### src/rtl/assert_macros.svh
// ----------------------------------------------------------------------------
// Assertion macros
// Shared concurrent assertion forms, clocked on clk and disabled in reset.
// ----------------------------------------------------------------------------
`ifndef ASSERT_MACROS_SVH
`define ASSERT_MACROS_SVH

// Same-cycle implication.
`define ASSERT_IMPL(lbl, ante, cons, msg) \
  lbl: assert property (@(posedge clk) disable iff (!rst_n) (ante) |-> (cons)) \
    else $error(msg);

// Next-cycle implication.
`define ASSERT_NEXT(lbl, ante, cons, msg) \
  lbl: assert property (@(posedge clk) disable iff (!rst_n) (ante) |=> (cons)) \
    else $error(msg);

`endif

### src/rtl/mdcs_pkg.sv
// ----------------------------------------------------------------------------
// mdcs_pkg
// Commands, reset constants and ratio scaling of the multiplexed display scanner.
// ----------------------------------------------------------------------------
package mdcs_pkg;

  typedef enum logic [2:0] {
    CMD_TICK    = 3'd0,
    CMD_DUTY    = 3'd1,
    CMD_PAT_ONE = 3'd2,
    CMD_PAT_TWO = 3'd3,
    CMD_RATIO   = 3'd4
  } cmd_t;

  localparam logic [7:0]  RESET_DUTY    = 8'd100;
  localparam logic [15:0] RESET_PATTERN = 16'h003F;
  localparam logic [7:0]  RATIO_MAX     = 8'd128;
  localparam int          RATIO_SHIFT   = 7;

endpackage

### src/rtl/multiplexed_display_crossfade_scan.sv
// ----------------------------------------------------------------------------
// multiplexed_display_crossfade_scan
// Digit scanner with PWM dimming and a two-pattern crossfade per digit.
// ----------------------------------------------------------------------------
// The input channel carries commands: a tick advances display time by one
// slot step and yields one result transfer; the write commands set a digit's
// duty, pattern one, pattern two or crossfade ratio and yield nothing.
// Writes to a digit at or above DIGITS, and unknown commands, are dropped.
// The result channel carries the grid index, segment pattern and drive
// enable for each tick. Every slot is SLOT_TICKS ticks long: a blank phase,
// then pattern one, then pattern two. Slot timing is taken from the digit's
// duty and ratio on the first tick of its slot; patterns are read each tick.
// An accepted tick's result is in the result register from the next cycle; one
// command is accepted in every cycle while in_ready is high. The state update and
// the 8x8 duty-by-ratio multiply feed the result register.
// A stalled receiver holds the result register; input stays ready while it
// is empty or being taken, so a stall backs up after one held result.
// Reset restores duty 100, patterns 0x003F, ratio 0 and starts at digit 0.
// ----------------------------------------------------------------------------
module multiplexed_display_crossfade_scan #(
  parameter int DIGITS     = 8,
  parameter int SLOT_TICKS = 130
) (
  input  logic        clk,
  input  logic        rst_n,
  input  logic        in_valid,
  output logic        in_ready,
  input  logic [2:0]  in_command,
  input  logic [3:0]  in_digit_select,
  input  logic [15:0] in_write_value,
  output logic        out_valid,
  input  logic        out_ready,
  output logic [3:0]  out_grid_index,
  output logic [15:0] out_segment_pattern,
  output logic        out_drive_enable
);
  import mdcs_pkg::*;

  localparam int         DIG_W     = (DIGITS > 1) ? $clog2(DIGITS) : 1;
  localparam logic [4:0] DIGITS_C  = 5'(DIGITS);
  localparam logic [7:0] SLOT_C    = 8'(SLOT_TICKS);
  localparam logic [8:0] SLOT_C9   = 9'(SLOT_TICKS);

  logic [7:0]  duty_r    [DIGITS];
  logic [15:0] pat_one_r [DIGITS];
  logic [15:0] pat_two_r [DIGITS];
  logic [7:0]  ratio_r   [DIGITS];
  logic [3:0]  digit_r;
  logic [7:0]  slot_tick_r;
  logic [7:0]  blank_r;
  logic [7:0]  first_r;

  logic        out_valid_r;
  logic [3:0]  grid_r;
  logic [15:0] seg_r;
  logic        drive_r;

  logic              in_xfer;
  logic              is_tick;
  logic              wr_ok;
  logic [DIG_W-1:0]  wr_idx;
  logic [DIG_W-1:0]  cur_idx;
  logic [7:0]        duty_wr;
  logic [7:0]        ratio_wr;
  logic [7:0]        duty_sel;
  logic [15:0]       prod;
  logic [7:0]        second;
  logic [7:0]        blank_new;
  logic [7:0]        first_new;
  logic [7:0]        blank_cur;
  logic [7:0]        first_cur;
  logic [8:0]        phase_end;
  logic              en;
  logic [15:0]       seg;
  logic [8:0]        tick_inc;
  logic [4:0]        digit_inc;
  logic [7:0]        slot_tick_nxt;
  logic [3:0]        digit_nxt;
  logic              out_valid_nxt;

  assign in_ready = !out_valid_r || out_ready;
  assign in_xfer  = in_valid && in_ready;
  assign is_tick  = (in_command == CMD_TICK);
  assign wr_ok    = ({1'b0, in_digit_select} < DIGITS_C);
  assign wr_idx   = in_digit_select[DIG_W-1:0];
  assign cur_idx  = digit_r[DIG_W-1:0];

  assign duty_wr  = (in_write_value > 16'(SLOT_C)) ? SLOT_C : in_write_value[7:0];
  assign ratio_wr = (in_write_value > 16'(RATIO_MAX)) ? RATIO_MAX : in_write_value[7:0];

  assign duty_sel  = duty_r[cur_idx];
  assign prod      = 16'(duty_sel) * 16'(ratio_r[cur_idx]);
  assign second    = prod[RATIO_SHIFT +: 8];
  assign blank_new = SLOT_C - duty_sel;
  assign first_new = duty_sel - second;

  assign blank_cur = (slot_tick_r == 8'd0) ? blank_new : blank_r;
  assign first_cur = (slot_tick_r == 8'd0) ? first_new : first_r;
  assign phase_end = {1'b0, blank_cur} + {1'b0, first_cur};

  always_comb begin
    en  = (slot_tick_r >= blank_cur);
    seg = 16'h0000;
    if (en) begin
      if ({1'b0, slot_tick_r} < phase_end) begin
        seg = pat_one_r[cur_idx];
      end else begin
        seg = pat_two_r[cur_idx];
      end
    end
  end

  assign tick_inc  = {1'b0, slot_tick_r} + 9'd1;
  assign digit_inc = {1'b0, digit_r} + 5'd1;

  always_comb begin
    slot_tick_nxt = tick_inc[7:0];
    digit_nxt     = digit_r;
    if (tick_inc >= SLOT_C9) begin
      slot_tick_nxt = 8'd0;
      digit_nxt     = (digit_inc >= DIGITS_C) ? 4'd0 : digit_inc[3:0];
    end
  end

  always_comb begin
    out_valid_nxt = out_valid_r;
    if (in_xfer) begin
      out_valid_nxt = is_tick;
    end else if (out_ready) begin
      out_valid_nxt = 1'b0;
    end
  end

  always_ff @(posedge clk) begin
    if (!rst_n) begin
      for (int i = 0; i < DIGITS; i++) begin
        duty_r[i]    <= RESET_DUTY;
        pat_one_r[i] <= RESET_PATTERN;
        pat_two_r[i] <= RESET_PATTERN;
        ratio_r[i]   <= 8'd0;
      end
      digit_r     <= 4'd0;
      slot_tick_r <= 8'd0;
      blank_r     <= SLOT_C - RESET_DUTY;
      first_r     <= RESET_DUTY;
      out_valid_r <= 1'b0;
    end else begin
      out_valid_r <= out_valid_nxt;
      if (in_xfer) begin
        if (is_tick) begin
          blank_r     <= blank_cur;
          first_r     <= first_cur;
          slot_tick_r <= slot_tick_nxt;
          digit_r     <= digit_nxt;
        end else if (wr_ok) begin
          case (in_command)
            CMD_DUTY:    duty_r[wr_idx]    <= duty_wr;
            CMD_PAT_ONE: pat_one_r[wr_idx] <= in_write_value;
            CMD_PAT_TWO: pat_two_r[wr_idx] <= in_write_value;
            CMD_RATIO:   ratio_r[wr_idx]   <= ratio_wr;
            default: ;
          endcase
        end
      end
    end
  end

  always_ff @(posedge clk) begin
    if (in_xfer && is_tick) begin
      grid_r  <= digit_r;
      seg_r   <= seg;
      drive_r <= en;
    end
  end

  assign out_valid           = out_valid_r;
  assign out_grid_index      = grid_r;
  assign out_segment_pattern = seg_r;
  assign out_drive_enable    = drive_r;

`include "assert_macros.svh"

  `ASSERT_NEXT(a_tick_gives_result, in_xfer && is_tick, out_valid_r, "tick lost its result")
  `ASSERT_NEXT(a_write_no_result, in_xfer && !is_tick, !out_valid_r, "write gave a result")
  `ASSERT_IMPL(a_blank_is_dark, out_valid_r && !drive_r, seg_r == 16'h0000, "blank not dark")
  `ASSERT_IMPL(a_counters_range, 1'b1,
               ({1'b0, slot_tick_r} < SLOT_C9) && ({1'b0, digit_r} < DIGITS_C),
               "slot counter out of range")

endmodule

### config.mk
export PLATFORM = sky130hd
export DESIGN_NAME = multiplexed_display_crossfade_scan
export DESIGN_NICKNAME = d
export VERILOG_FILES = /design/src/rtl/mdcs_pkg.sv /design/src/rtl/multiplexed_display_crossfade_scan.sv
export VERILOG_INCLUDE_DIRS = /design/src /design/src/rtl
export SDC_FILE = /design/constraint.sdc
export NUM_CORES = 1
export LEC_CHECK = 0
export BUFFER_PORTS_ARGS = -buffer_cell sky130_fd_sc_hd__buf_2
export CAP_MARGIN = 20
export CORE_ASPECT_RATIO = 0.6
export CORE_UTILIZATION = 30
export CTS_BUF_LIST = sky130_fd_sc_hd__clkbuf_8
export CTS_CLUSTER_SIZE = 28
export DETAILED_ROUTE_END_ITERATION = 10
export SLEW_MARGIN = 15
export SYNTH_ARGS = -nofsm -noshare
export SYNTH_HDL_FRONTEND = slang
export SYNTH_SLANG_ARGS = --single-unit
export TNS_END_PERCENT = 30
### constraint.sdc
create_clock -name clk -period 8.8 [get_ports clk]
set_clock_uncertainty 0.15 [all_clocks]
set_input_delay 0.44 -clock clk [delete_from_list [all_inputs] [get_ports clk]]
set_output_delay 0.44 -clock clk [all_outputs]
set_load 0.02 [all_outputs]
; Word-level counts from Yosys, hierarchy flattened
; Memory sizes are Yosys's and may differ from the RTL's. A register that Yosys moved wholly into a read port is not among the register bits.
; Cells that the tools add are included.
[word_totals]
output_inout_bits = 23
ff_bits = 50
word_cells = 96
ram_bits = 384
memories = 4
in_bits = 27
[memory_table]
columns = memory, depth, word_bits, read_ports, rd_clocked_by_memory_dff, wr, line_no
row1 = pat_one_r, 8, 16, 1, 1, 8, multiplexed_display_crossfade_scan.sv:45  ; logic [15:0] pat_one_r [DIGITS];
row2 = pat_two_r, 8, 16, 1, 1, 8, multiplexed_display_crossfade_scan.sv:46  ; logic [15:0] pat_two_r [DIGITS];
row3 = duty_r, 8, 8, 1, 1, 8, multiplexed_display_crossfade_scan.sv:44  ; logic [7:0] duty_r [DIGITS];
row4 = ratio_r, 8, 8, 1, 1, 8, multiplexed_display_crossfade_scan.sv:47  ; logic [7:0] ratio_r [DIGITS];
[classes]
eq_ne = 4
mul = 1
muxes = 54
order_cmp = 7
reduce_logical = 13
n_addsub = 5
[op_table]
columns = op, n
row1 = $mux 8, 7
row2 = $mux 16, 3
row3 = $mux 3, 12
row4 = $gt 16x8->1 const B, 2
row5 = $reduce_or 16->1, 2
row6 = $mux 1, 31
row7 = $reduce_or 8->1, 2
row8 = $mul 8x8->15, 1
row9 = $add 8x1->9 const B, 1
row10 = $add 8x8->9, 1
row11 = $ge 9x8->1 const B, 1
row12 = $lt 8x9->1, 1
row13 = $ge 8x8->1, 1
row14 = $logic_not 8->1, 1
row15 = $sub 8x8->8, 1
row16 = $sub 8x8->8 const A, 1
row17 = $eq 3x2->1 const B, 2
row18 = $add 4x1->5 const B, 1
row19 = $ge 5x4->1 const B, 1
row20 = $lt 4x4->1 const B, 1
row21 = $mux 4, 1
row22 = $eq 3x1->1 const B, 1
row23 = $eq 3x3->1 const B, 1
row24 = $logic_not 3->1, 1
row25 = 6 further kinds, 7

; Logic depth before layout (Yosys ltp)
; Gate-level depths: netlist (run 1).
[depth]
depth_word = 9
mapped_depth = 40
mapped_depth_nobuf = 34

; Worst setup path before layout (run 1)
; OpenSTA, ideal clock, no wires.
[synth_path]
path_type = reg2reg
startpoint = register (tool-made name)
endpoint = register seg_r[1], in the netlist out_segment_pattern[1], data pin
t_required_ns = 8.394
path_stages_with_launch = 39
setup_slack_ns = -0.420
period_less_slack_ns = 9.220
setup_ns = 0.256
arrival_time_ns = 8.814
n_path_buf = 6
cell_sequence = dfxtp_1 buf_6 buf_12 buf_6 buf_2 buf_2 mux4_2 mux2i_1 nor2_1 fa_1 inv_1 fa_1 inv_1 fa_1 inv_1 fa_1 inv_1 ha_1 (+3 left out) inv_1 ha_1 nor2b_1 o21ai_0 a21boi_0 o31ai_1 ha_1 a21oi_1 o21bai_1 a21oi_1 xor2_1 ha_1 o21a_1 o21ai_0 o21ba_2 buf_2 o211ai_1 a22o_1
[synth_rtl]
columns = element, line_no
row1 = to (signal assigned), multiplexed_display_crossfade_scan.sv:171  ; seg_r <= seg;
row2 = to (decl), multiplexed_display_crossfade_scan.sv:55  ; logic [15:0] seg_r;

==> results.md, run 1 <==
- DRT Wirelength: 62.0 mm
- Die height: 216 um
- Die Width: 359 um
- Library cells used by synthesis: 60
- Post-Place Worst Slack: -29.3 ps
- Sequential Power Share: 0.336
- Worst Tran Pin Value: 1020 ps
- CTS Root Cell: clkbuf_8
- Reg-to-Reg End: out_segment_pattern[9]$_SDFFCE_PN0P_
- Commonest non-fill, non-tap cells in the layout: edfxtp_1, nor2_1, nand2_1
- Port-buffer cells: 49
- Initial antenna violation count: 8
- Logic pwr share: 0.432
- Worst Min Path Start: in_write_value[8]
- Min-Delay Path Depth: 2
- Slowest cell on crit path: fa_1
- DRT iter0 DRCs: 1713
- Pin count of the biggest net entering global routing: 65
- Critical path class: flop to flop
- Adder-cell area share of the yosys netlist: 0.0680
- Worst Hold End: pat_one_r[4][8]$_SDFFCE_PN0P_
- Fillers: 7295
- Worst Setup End Kind: flop
- Gate Count Post-Synth: 1829
- Top-area cell type share of the netlist area: 0.530
- Ys flop type: edfxtp_1
- Clk network pwr share: 0.232
- Int Power: 4390 uW
- VDD IR max: 0.465 mV
- Yosys reg bits: 437
- Status: finished clean
- Vias in the first global route: 14617
- Avg Cell Area, Syn: 12.5 um^2
- Worst skew pair latency: 650 ps
- Synthesized area: 22900 um^2
- Top cells by area, synth: edfxtp_1, mux4_2, and2_1, ha_1, nor2_1
- CTS HTree Levels: 3
- Syn. warnings: 0
- Synth Area in Simple Gates: 0.167
- PnR worst setup slack: 380 ps
- Period utilisation layout: 0.957
- First-pass GRT wire length: 92.5 mm
- Number of core rows: 78
- Reg2Reg Depth: 34
- Synth-to-layout area growth: 14.0%
- Ratio of cells with drive above 1 in the final layout: 0.180
- TritonRoute pass-1 iters: 5
- Most common cell after layout, fill and taps aside: edfxtp_1
- Crit path max fanout: 16
- Clock tree buffer depth: 3
- Reg area: 12800 um^2
- Final setup violating endpoints: 0
- Xor/xnor share of the synthesized area: 0.0137
- Vias/cell: 5.10
- CTS buffer count: 70
- Nets: 2039
- Gr ovfl total: 0
- Slew margin rel.: 0.321
- Seq/Total Area, Yosys: 0.558
- Core area: 75600 um^2
- RD Place Congestion: 0.865
- CTS Sinks: 437
- Synth Area in Compound Gates: 0.0559
- Critical Path Start Type: flop
- Psw: 2750 uW
- Min Clock Period, post-route: 8420 ps
- Detail Route Antenna Nets: 0
- Crit path DAT: 8640 ps
- Post-synthesis mux area share: 0.106
- Pwr dens: 273 nW/um^2
- Syn Nets: 1959
- Reg2Reg Setup Slack: 380 ps
- GRT Util Overall: 0.157
- Largest area contributor in the netlist: edfxtp_1
- Async SR Flop Fraction: 0
- Max stage delay on crit path: 550 ps
- Sw Share: 0.385
- Max-cap viol count: 0
- Dpl hpwl: 42.7 mm
- Multi-input gate area: 9590 um^2
- CTS tree: yes
- Final Max Tran Viols: 0
- Final core occ: 0.346
- Main combinational cell family by area after synthesis: simple AND/OR/NAND/NOR gates
- Final Hold Vio Count: 0
- Number of top-level pins: 50
- Worst-path clk slew: 70 ps
- Hold WC Path Type: input pin to flop
- Die area: 77600 um^2
- DRC: 0
- Routed wire length per instance: 20.9 um
- CP required: 9020 ps
- Initial Utilization: 0.303
- Static Leak: 0.00915 uW
- F_max: 119 MHz
- Vias: 15107
- Post-synth EDFFs: 405
worst max path at each step:
stage	startpoint	end	slack, ps	cells after the start
2_1_floorplan	flop	out_segment_pattern[1]$_SDFFCE_PN0P_	4	37
3_3_place_gp	flop	out_segment_pattern[11]$_SDFFCE_PN0P_	140	34
3_5_place_dp	flop	out_segment_pattern[7]$_SDFFCE_PN0P_	-30	34
4_1_cts	flop	out_segment_pattern[7]$_SDFFCE_PN0P_	20	34
5_1_grt	flop	out_segment_pattern[9]$_SDFFCE_PN0P_	-70	35
6_report	flop	out_segment_pattern[9]$_SDFFCE_PN0P_	380	34
logic make-up (layout without fill, tap and decap cells):
| group | count (synthesis) | in the layout |
|---|---|---|
| compound gates | 192 | 192 |
| mux | 117 | 117 |
| fa+ha+maj | 103 | 103 |
| xor+xnor | 36 | 36 |
| flops | 437 | 437 |
| simple gates | 770 | 770 |
| other cells | 0 | 2 |
| buf+inv | 174 | 304 |
critical path: cells and delay by family (launching register included):
kind	cells	cell delay, ps
fa+ha+maj	8	3320
flops	1	420
compound gates	11	1950
xor+xnor	2	320
buf+inv	7	850
mux	2	770
simple gates	4	370
flip-flops by register name, summed over array words and instances (netlist names), named ones only:
register and flops:
pat_one_r 128, pat_two_r 128, duty_r 64, ratio_r 64, out_segment_pattern 16, blank_r 8, first_r 8, slot_tick_r 8
digit_r 4, out_grid_index 4, out_drive_enable 1, out_valid 1
layout make-up:
| class | count | share of cell area |
|---|---|---|
| antenna | 2 | 0.000192 |
| clock buffer | 74 | 0.0390 |
| clock inverter | 48 | 0.00972 |
| inverter | 56 | 0.00804 |
| multi-input combinational | 1218 | 0.367 |
| sequential | 437 | 0.490 |
| tap | 1000 | 0.0479 |
| timing repair buffer | 126 | 0.0381 |
Yosys cell counts (13+ instances only):
library cell	number
a21o_1	13
a21oi_1	18
a22o_1	16
and2_1	163
buf_2	13
clkbuf_1	93
dfxtp_1	32
edfxtp_1	405
fa_1	36
ha_1	67
inv_1	55
mux2i_1	20
mux4_2	86
nand2_1	183
nand3_1	14
nor2_1	215
nor2b_1	40
o211ai_1	36
o21ai_0	69
or3_1	97
xnor2_1	23
xor2_1	13
stage by stage:
stage          cells  setup TNS, ps  area, um^2  total power [uW]  hold WS, ps
2_1_floorplan   1829              0       23000              4310          284
3_3_place_gp    2819              0       24500              5200          295
3_5_place_dp    2821           -219       24500              5210          302
4_1_cts         2948              0       25900              6870          134
5_1_grt         2960           -912       26100              7560          155
6_report        2961              0       26100              7140          193
routing by layer:
metal / share of wire / vias up / track usage
li1: - / 6786 / -
met1: 0.47 / 7588 / 0.246
met2: 0.41 / 653 / 0.215
met3: 0.11 / 74 / 0.0407
met4: 0.013 / 6 / 0.0296
met5: 0.00053 / - / 0
what timing repair did:
item,CTS,global route
pin swaps,0,16
buffers inserted,4,9
resized for setup,1,33
setup endpoints to repair,16,16
hold buffers,1,0
endpoints found under the hold margin,1,0
gates cloned,0,2
power by group through the flow:
stage / clock network (uW) / logic [uW] / registers [uW]
after CTS: 1680 / 2790 / 2400
after global routing: 1760 / 3390 / 2410
after global placement: 0 / 2770 / 2440
after floorplan: 0 / 1880 / 2430
final: 1650 / 3080 / 2400
after detailed placement: 0 / 2770 / 2440
No activity file was read; power rests on OpenSTA's default activity.
==> run 2: changes to the inputs <==
==> constraint.sdc (replaced) <==
create_clock -name clk -period 8.8 [get_ports clk]
set_clock_uncertainty 0.15 [all_clocks]
set_input_delay 1.76 -clock clk [delete_from_list [all_inputs] [get_ports clk]]
set_output_delay 1.76 -clock clk [all_outputs]
set_load 0.02 [all_outputs]
==> results.md, run 2 (synthesis gave the netlist of run 1 again) <==
- Logic pwr share: 0.431 (about the same)
- Sequential Power Share: 0.337 (about the same)
- Worst Setup End Kind: flop
- F_max: 119 MHz (-0.18%)
- CTS Sinks: 437 (unchanged)
- Final Max Tran Viols: 0 (unchanged)
- CP required: 9030 ps (about the same)
- Psw: 2740 uW (-0.41%)
- Port-buffer cells: 49 (unchanged)
- Routed wire length per instance: 20.9 um (-0.26%)
- Max-cap viol count: 0 (unchanged)
- Worst Tran Pin Value: 1070 ps (+53.4 ps)
- Number of top-level pins: 50 (unchanged)
- Gr ovfl total: 0 (unchanged)
- Die area: 77600 um^2 (unchanged)
- PnR worst setup slack: 365 ps (-14.8 ps)
- Min-Delay Path Depth: 2 (unchanged)
- Worst skew pair latency: 660 ps (about the same)
- First-pass GRT wire length: 92.5 mm (about the same)
- Dpl cell area: 24500 um^2 (unchanged)
- Clock tree buffer depth: 3 (unchanged)
- Pwr Total: 7130 uW (-0.16%)
- DRT iter0 DRCs: 1701 (-0.70%)
- Worst-path clk slew: 60 ps (about the same)
- Period utilisation layout: 0.958 (+0.00168)
- Commonest non-fill, non-tap cells in the layout: edfxtp_1, nor2_1, nand2_1
- Detail Route Antenna Nets: 0 (unchanged)
- Slew margin rel.: 0.284 (-0.0375)
- CTS buffer count: 70 (unchanged)
- Sw Share: 0.384 (-0.000968)
- Clk network pwr share: 0.232 (about the same)
- Vias/cell: 5.09 (-0.15%)
- Crit path DAT: 8660 ps (+20 ps)
- Nets: 2038 (-0.049%)
- Cts-stage hold buffer count: 0 (-1)
- Vias: 15090 (-0.11%)
- Synth-to-layout area growth: 13.9% (about the same)
- Critical Path Start Type: flop
- Hold WC Path Type: flop to flop
- Number of core rows: 78 (unchanged)
- Dpl hpwl: 42.7 mm (unchanged)
- Reg2Reg Depth: 34 (unchanged)
- CTS tree: yes
- Most common cell after layout, fill and taps aside: edfxtp_1
- VDD IR max: 0.457 mV (-1.7%)
- DRC: 0 (unchanged)
- Status: finished clean
- RD Place Congestion: 0.865 (unchanged)
- Pwr dens: 273 nW/um^2 (-0.14%)
- Core area: 75600 um^2 (unchanged)
- DRT Wirelength: 61.9 mm (-0.23%)
- Ratio of cells with drive above 1 in the final layout: 0.180 (about the same)
- Met3 WL: 6.74 mm (+2.3%)
- Static Leak: 0.00914 uW (about the same)
- Initial Utilization: 0.303 (unchanged)
- CTS HTree Levels: 3 (unchanged)
- Max stage delay on crit path: 550 ps (about the same)
- Die Width: 359 um (unchanged)
- GRT Util Overall: 0.157 (about the same)
- TritonRoute pass-1 iters: 5 (unchanged)
- CTS Root Cell: clkbuf_8
- Finished Cell Area: 26100 um^2 (about the same)
- Worst hold margin: 313 ps (+121 ps)
- Die height: 216 um (unchanged)
- Critical path class: flop to flop
- Met2 WL post-DR: 25.0 mm (-0.63%)
- Initial antenna violation count: 8 (unchanged)
- Final setup violating endpoints: 0 (unchanged)
- Vias in the first global route: 14605 (-0.082%)
- Slowest cell on crit path: fa_1
- Final Hold Vio Count: 0 (unchanged)
- Met1 Wirelength: 29.2 mm (-0.59%)
- Top flop regs: pat_one_r (128), pat_two_r (128)
- Crit path max fanout: 10 (-6)
- Pin count of the biggest net entering global routing: 65 (unchanged)
- Post-Place Worst Slack: -29.3 ps (unchanged)
- Highest Signal Layer: met5
- Int Power: 4390 uW (about the same)
- Min Clock Period, post-route: 8430 ps (+14.8 ps)
## run 2: cell count changes in the layout (fill, tap and decap cells not counted)
cell / previous run / this run
dlygate4sd3_1: 1 / 0
diode_2: 2 / 4
## run 2: worst paths after layout
| kind | from | endpoint | slack (ps) |
|---|---|---|---|
| setup reg to reg | flop | out_segment_pattern[13]$_SDFFCE_PN0P_ | 370 |
| setup / recovery | flop | out_segment_pattern[13]$_SDFFCE_PN0P_ | 370 |
| hold / removal | blank_r[5]$_SDFFE_PN0P_ | blank_r[5]$_SDFFE_PN0P_ | 310 |
| hold reg to reg | blank_r[5]$_SDFFE_PN0P_ | blank_r[5]$_SDFFE_PN0P_ | 310 |
## run 2: critical path: cells and delay by family, from the launching register on
kind / cells / cell delay, ps
simple gates: 4 / 370
buf+inv: 7 / 830
xor+xnor: 2 / 320
fa+ha+maj: 8 / 3320
compound gates: 11 / 1980
flops: 1 / 420
mux: 2 / 770
## run 2: final cells by class
cell class	instances	area, um^2
well taps	1000	1250
repair buffers	125	986
diodes	4	10.0
fillers	7295	49500
clock buffers	74	1020
inverters	56	210
multi-input cells	1218	9590
clock inverters	48	254
flip-flops and latches	437	12800
## run 2: per-stage QoR
step	cells	TNS [ps]	utilization
6_report	2962	0	0.345
5_1_grt	2959	-912	0.345
4_1_cts	2947	0	0.342
3_5_place_dp	2821	-219	0.325
3_3_place_gp	2819	0	0.324
2_1_floorplan	1829	0	-
## run 2: power groups by stage
| stage | sequential [uW] | combinational [uW] | clock, uW |
|---|---|---|---|
| after floorplan | 2430 | 1880 | 0 |
| after global placement | 2440 | 2770 | 0 |
| after detailed placement | 2440 | 2770 | 0 |
| after CTS | 2400 | 2790 | 1680 |
| after global routing | 2410 | 3390 | 1760 |
| final | 2400 | 3070 | 1650 |
## run 2: routing by layer
metal  vias up  global-route usage
met4         6              0.0296
met2       700               0.215
li1       6779                   -
met3        81              0.0407
met1      7524               0.246
met5         -                   0
## run 2: repair_timing
action,4_1_cts,5_1_grt
pin swaps,0,16
buffers inserted,4,9
gates resized for setup,1,33
endpoints found under the setup margin,16,16
endpoints found under the hold margin,0,0
cloned,0,2
==> run 3: changes to the inputs <==
--- a/config.mk
+++ b/config.mk
@@ -9,6 +9,7 @@
 export BUFFER_PORTS_ARGS = -buffer_cell sky130_fd_sc_hd__buf_2
 export CAP_MARGIN = 20
 export CORE_ASPECT_RATIO = 0.6
+export CORE_MARGIN = 8
 export CORE_UTILIZATION = 30
 export CTS_BUF_LIST = sky130_fd_sc_hd__clkbuf_8
 export CTS_CLUSTER_SIZE = 28
==> results.md, run 3 (synthesis gave the netlist of run 1 again) <==
- Synth-to-layout area growth: 13.8%
- DRC: 0 (unchanged)
- Critical Path Start Type: flop
- Die height: 230 um (+6.5%)
- CTS buffer count: 71 (+1.4%)
- Pwr dens: 266 nW/um^2 (-2.4%)
- Status: finished clean
- Reg2Reg Depth: 33 (-2.9%)
- Gr ovfl total: 0 (unchanged)
- Static Leak: 0.00912 uW (-0.28%)
- Final setup violating endpoints: 0 (unchanged)
- Pin count of the biggest net entering global routing: 65 (unchanged)
- Logic pwr share: 0.412 (-0.019)
- Period utilisation layout: 0.957 (-0.00198)
- First-pass GRT wire length: 96.6 mm (+4.4%)
- TritonRoute pass-1 iters: 5 (unchanged)
- CTS Sinks: 437 (unchanged)
- GRT Util Overall: 0.146 (-0.0114)
- RD Place Congestion: 0.858 (-0.84%)
- Sequential Power Share: 0.346 (+0.009)
- CTS tree: yes
- Initial antenna violation count: 12 (+4)
- Vias/cell: 5.17 (+1.5%)
- Most common cell after layout, fill and taps aside: edfxtp_1
- Port-buffer cells: 49 (unchanged)
- Vias: 15369 (+1.8%)
- F_max: 119 MHz (+0.21%)
- Hold WC Path Type: flop to flop
- Detail Route Antenna Nets: 0 (unchanged)
- Max stage delay on crit path: 550 ps (about the same)
- Final core occ: 0.345 (-0.000480)
- Crit path DAT: 8660 ps (about the same)
- Worst Hold End: blank_r[5]$_SDFFE_PN0P_
- Core area: 75600 um^2 (unchanged)
- Number of core rows: 78 (unchanged)
- CTS HTree Levels: 3 (unchanged)
- Die area: 85800 um^2 (+11%)
- Cell repeated most along the worst path: fa_1
- Worst skew pair latency: 670 ps (about the same)
- Initial Utilization: 0.303 (unchanged)
- CTS Root Cell: clkbuf_8
- Critical path class: flop to flop
- Final Hold Vio Count: 0 (unchanged)
- Delay-heaviest family, CP: adder cells
- Sw Share: 0.384 (about the same)
- Dpl hpwl: 43.9 mm (+3.0%)
- Die Width: 373 um (+3.9%)
- DRT Wirelength: 64.1 mm (+3.6%)
- Psw: 2670 uW (-2.5%)
- Ratio of cells with drive above 1 in the final layout: 0.181 (+0.00158)
- Top flop regs: pat_one_r (128), pat_two_r (128)
- Worst Min Path Start: blank_r[5]$_SDFFE_PN0P_
- Nets: 2037 (-0.049%)
- Multi-input gate area: 9590 um^2 (about the same)
- Clock tree buffer depth: 3 (unchanged)
- Min Clock Period, post-route: 8420 ps (-17.4 ps)
- Int Power: 4270 uW (-2.6%)
- Max-cap viol count: 0 (unchanged)
- Reg-to-Reg End: out_segment_pattern[8]$_SDFFCE_PN0P_
- Clk network pwr share: 0.242 (+0.010)
- Reg2Reg Setup Slack: 380 ps (+20 ps)
- Min-Delay Path Depth: 2 (unchanged)
- Crit path max fanout: 16 (+6)
- CP required: 9050 ps (+20 ps)
- Reg area: 12800 um^2 (unchanged)
- Vias in the first global route: 15031 (+2.9%)
- Final Max Tran Viols: 0 (unchanged)
- Worst-path clk slew: 70 ps (about the same)
- Worst Path Buf+Inv: 9 (+2)
- Slew margin rel.: 0.212 (-0.0717)
- VDD IR max: 0.673 mV (+47%)
- Number of top-level pins: 50 (unchanged)
- Routed wire length per instance: 21.6 um (+3.3%)
- Slowest cell on crit path: mux4_2
- Worst Setup End Kind: flop
- Fillers: 7370 (+1.0%)
- Worst hold margin: 318 ps (+4.70 ps)
- Worst Tran Pin Value: 1180 ps (+107 ps)
- Commonest non-fill, non-tap cells in the layout: edfxtp_1, nor2_1, nand2_1
- DRT iter0 DRCs: 1825 (+7.3%)
==> run 3: metal layers <==
metal  wire length (um)  vias up  global-route usage  part of all wire
met1              30300     7751               0.224              0.47
li1                   -     6798                   -                 -
met4                998        8              0.0312             0.016
met2              25700      718               0.198              0.40
met5                 48        -                   0           0.00075
met3               7050       94              0.0440              0.11
==> run 3: worst max path at each step <==
stage | to | cells past startpoint | slack (ps)
after detailed placement | out_segment_pattern[4]$_SDFFCE_PN0P_ | 33 | 50
after CTS | out_segment_pattern[8]$_SDFFCE_PN0P_ | 33 | 10
after global placement | out_segment_pattern[4]$_SDFFCE_PN0P_ | 35 | 140
after floorplan | out_segment_pattern[1]$_SDFFCE_PN0P_ | 37 | 4
final | out_segment_pattern[8]$_SDFFCE_PN0P_ | 33 | 380
after global routing | out_segment_pattern[8]$_SDFFCE_PN0P_ | 32 | -4
==> run 3: power groups by stage <==
| stage | clock, uW | sequential [uW] | combinational [uW] |
|---|---|---|---|
| floorplan | 0 | 2430 | 1880 |
| global placement | 0 | 2440 | 2590 |
| global route | 1810 | 2410 | 3160 |
| CTS | 1720 | 2400 | 2650 |
| finish | 1680 | 2400 | 2860 |
| detailed placement | 0 | 2440 | 2630 |
==> run 3: through the flow <==
| stage | cells | setup TNS (ps) | worst slack [ps] | area, um^2 | total power, uW |
|---|---|---|---|---|---|
| floorplan | 1829 | 0 | 3.64 | 23000 | 4310 |
| global placement | 2824 | 0 | 138 | 24500 | 5030 |
| detailed placement | 2826 | 0 | 51.1 | 24600 | 5070 |
| CTS | 2955 | 0 | 12.0 | 25900 | 6770 |
| global route | 2966 | -3.55 | -3.55 | 26100 | 7380 |
| finish | 2971 | 0 | 383 | 26100 | 6940 |
==> run 3: layout make-up <==
| cell class | count | share of cell area |
|---|---|---|
| sequential | 437 | 0.491 |
| antenna | 8 | 0.000767 |
| tap | 1000 | 0.0480 |
| clock buffer | 72 | 0.0380 |
| inverter | 56 | 0.00806 |
| timing repair buffer | 123 | 0.0350 |
| multi-input combinational | 1218 | 0.368 |
| clock inverter | 57 | 0.0117 |
==> run 3: repair_timing <==
| item | 4_1_cts | 5_1_grt |
|---|---|---|
| hold buffers | 0 | 0 |
| setup buffers | 0 | 7 |
| endpoints found under the setup margin | 0 | 16 |
| resized for setup | 0 | 44 |
==> run 3: worst reg2reg max path: cells and delay by family, from the launching register on <==
family / cells / cell delay, ps
adder cells (fa/ha/maj): 9 / 3790
AND/OR/NAND/NOR: 1 / 70
multiplexers: 2 / 760
XOR/XNOR: 2 / 330
buffers and inverters: 9 / 1050
flip-flops: 1 / 380
AO/OA/AOI/OAI: 10 / 1600
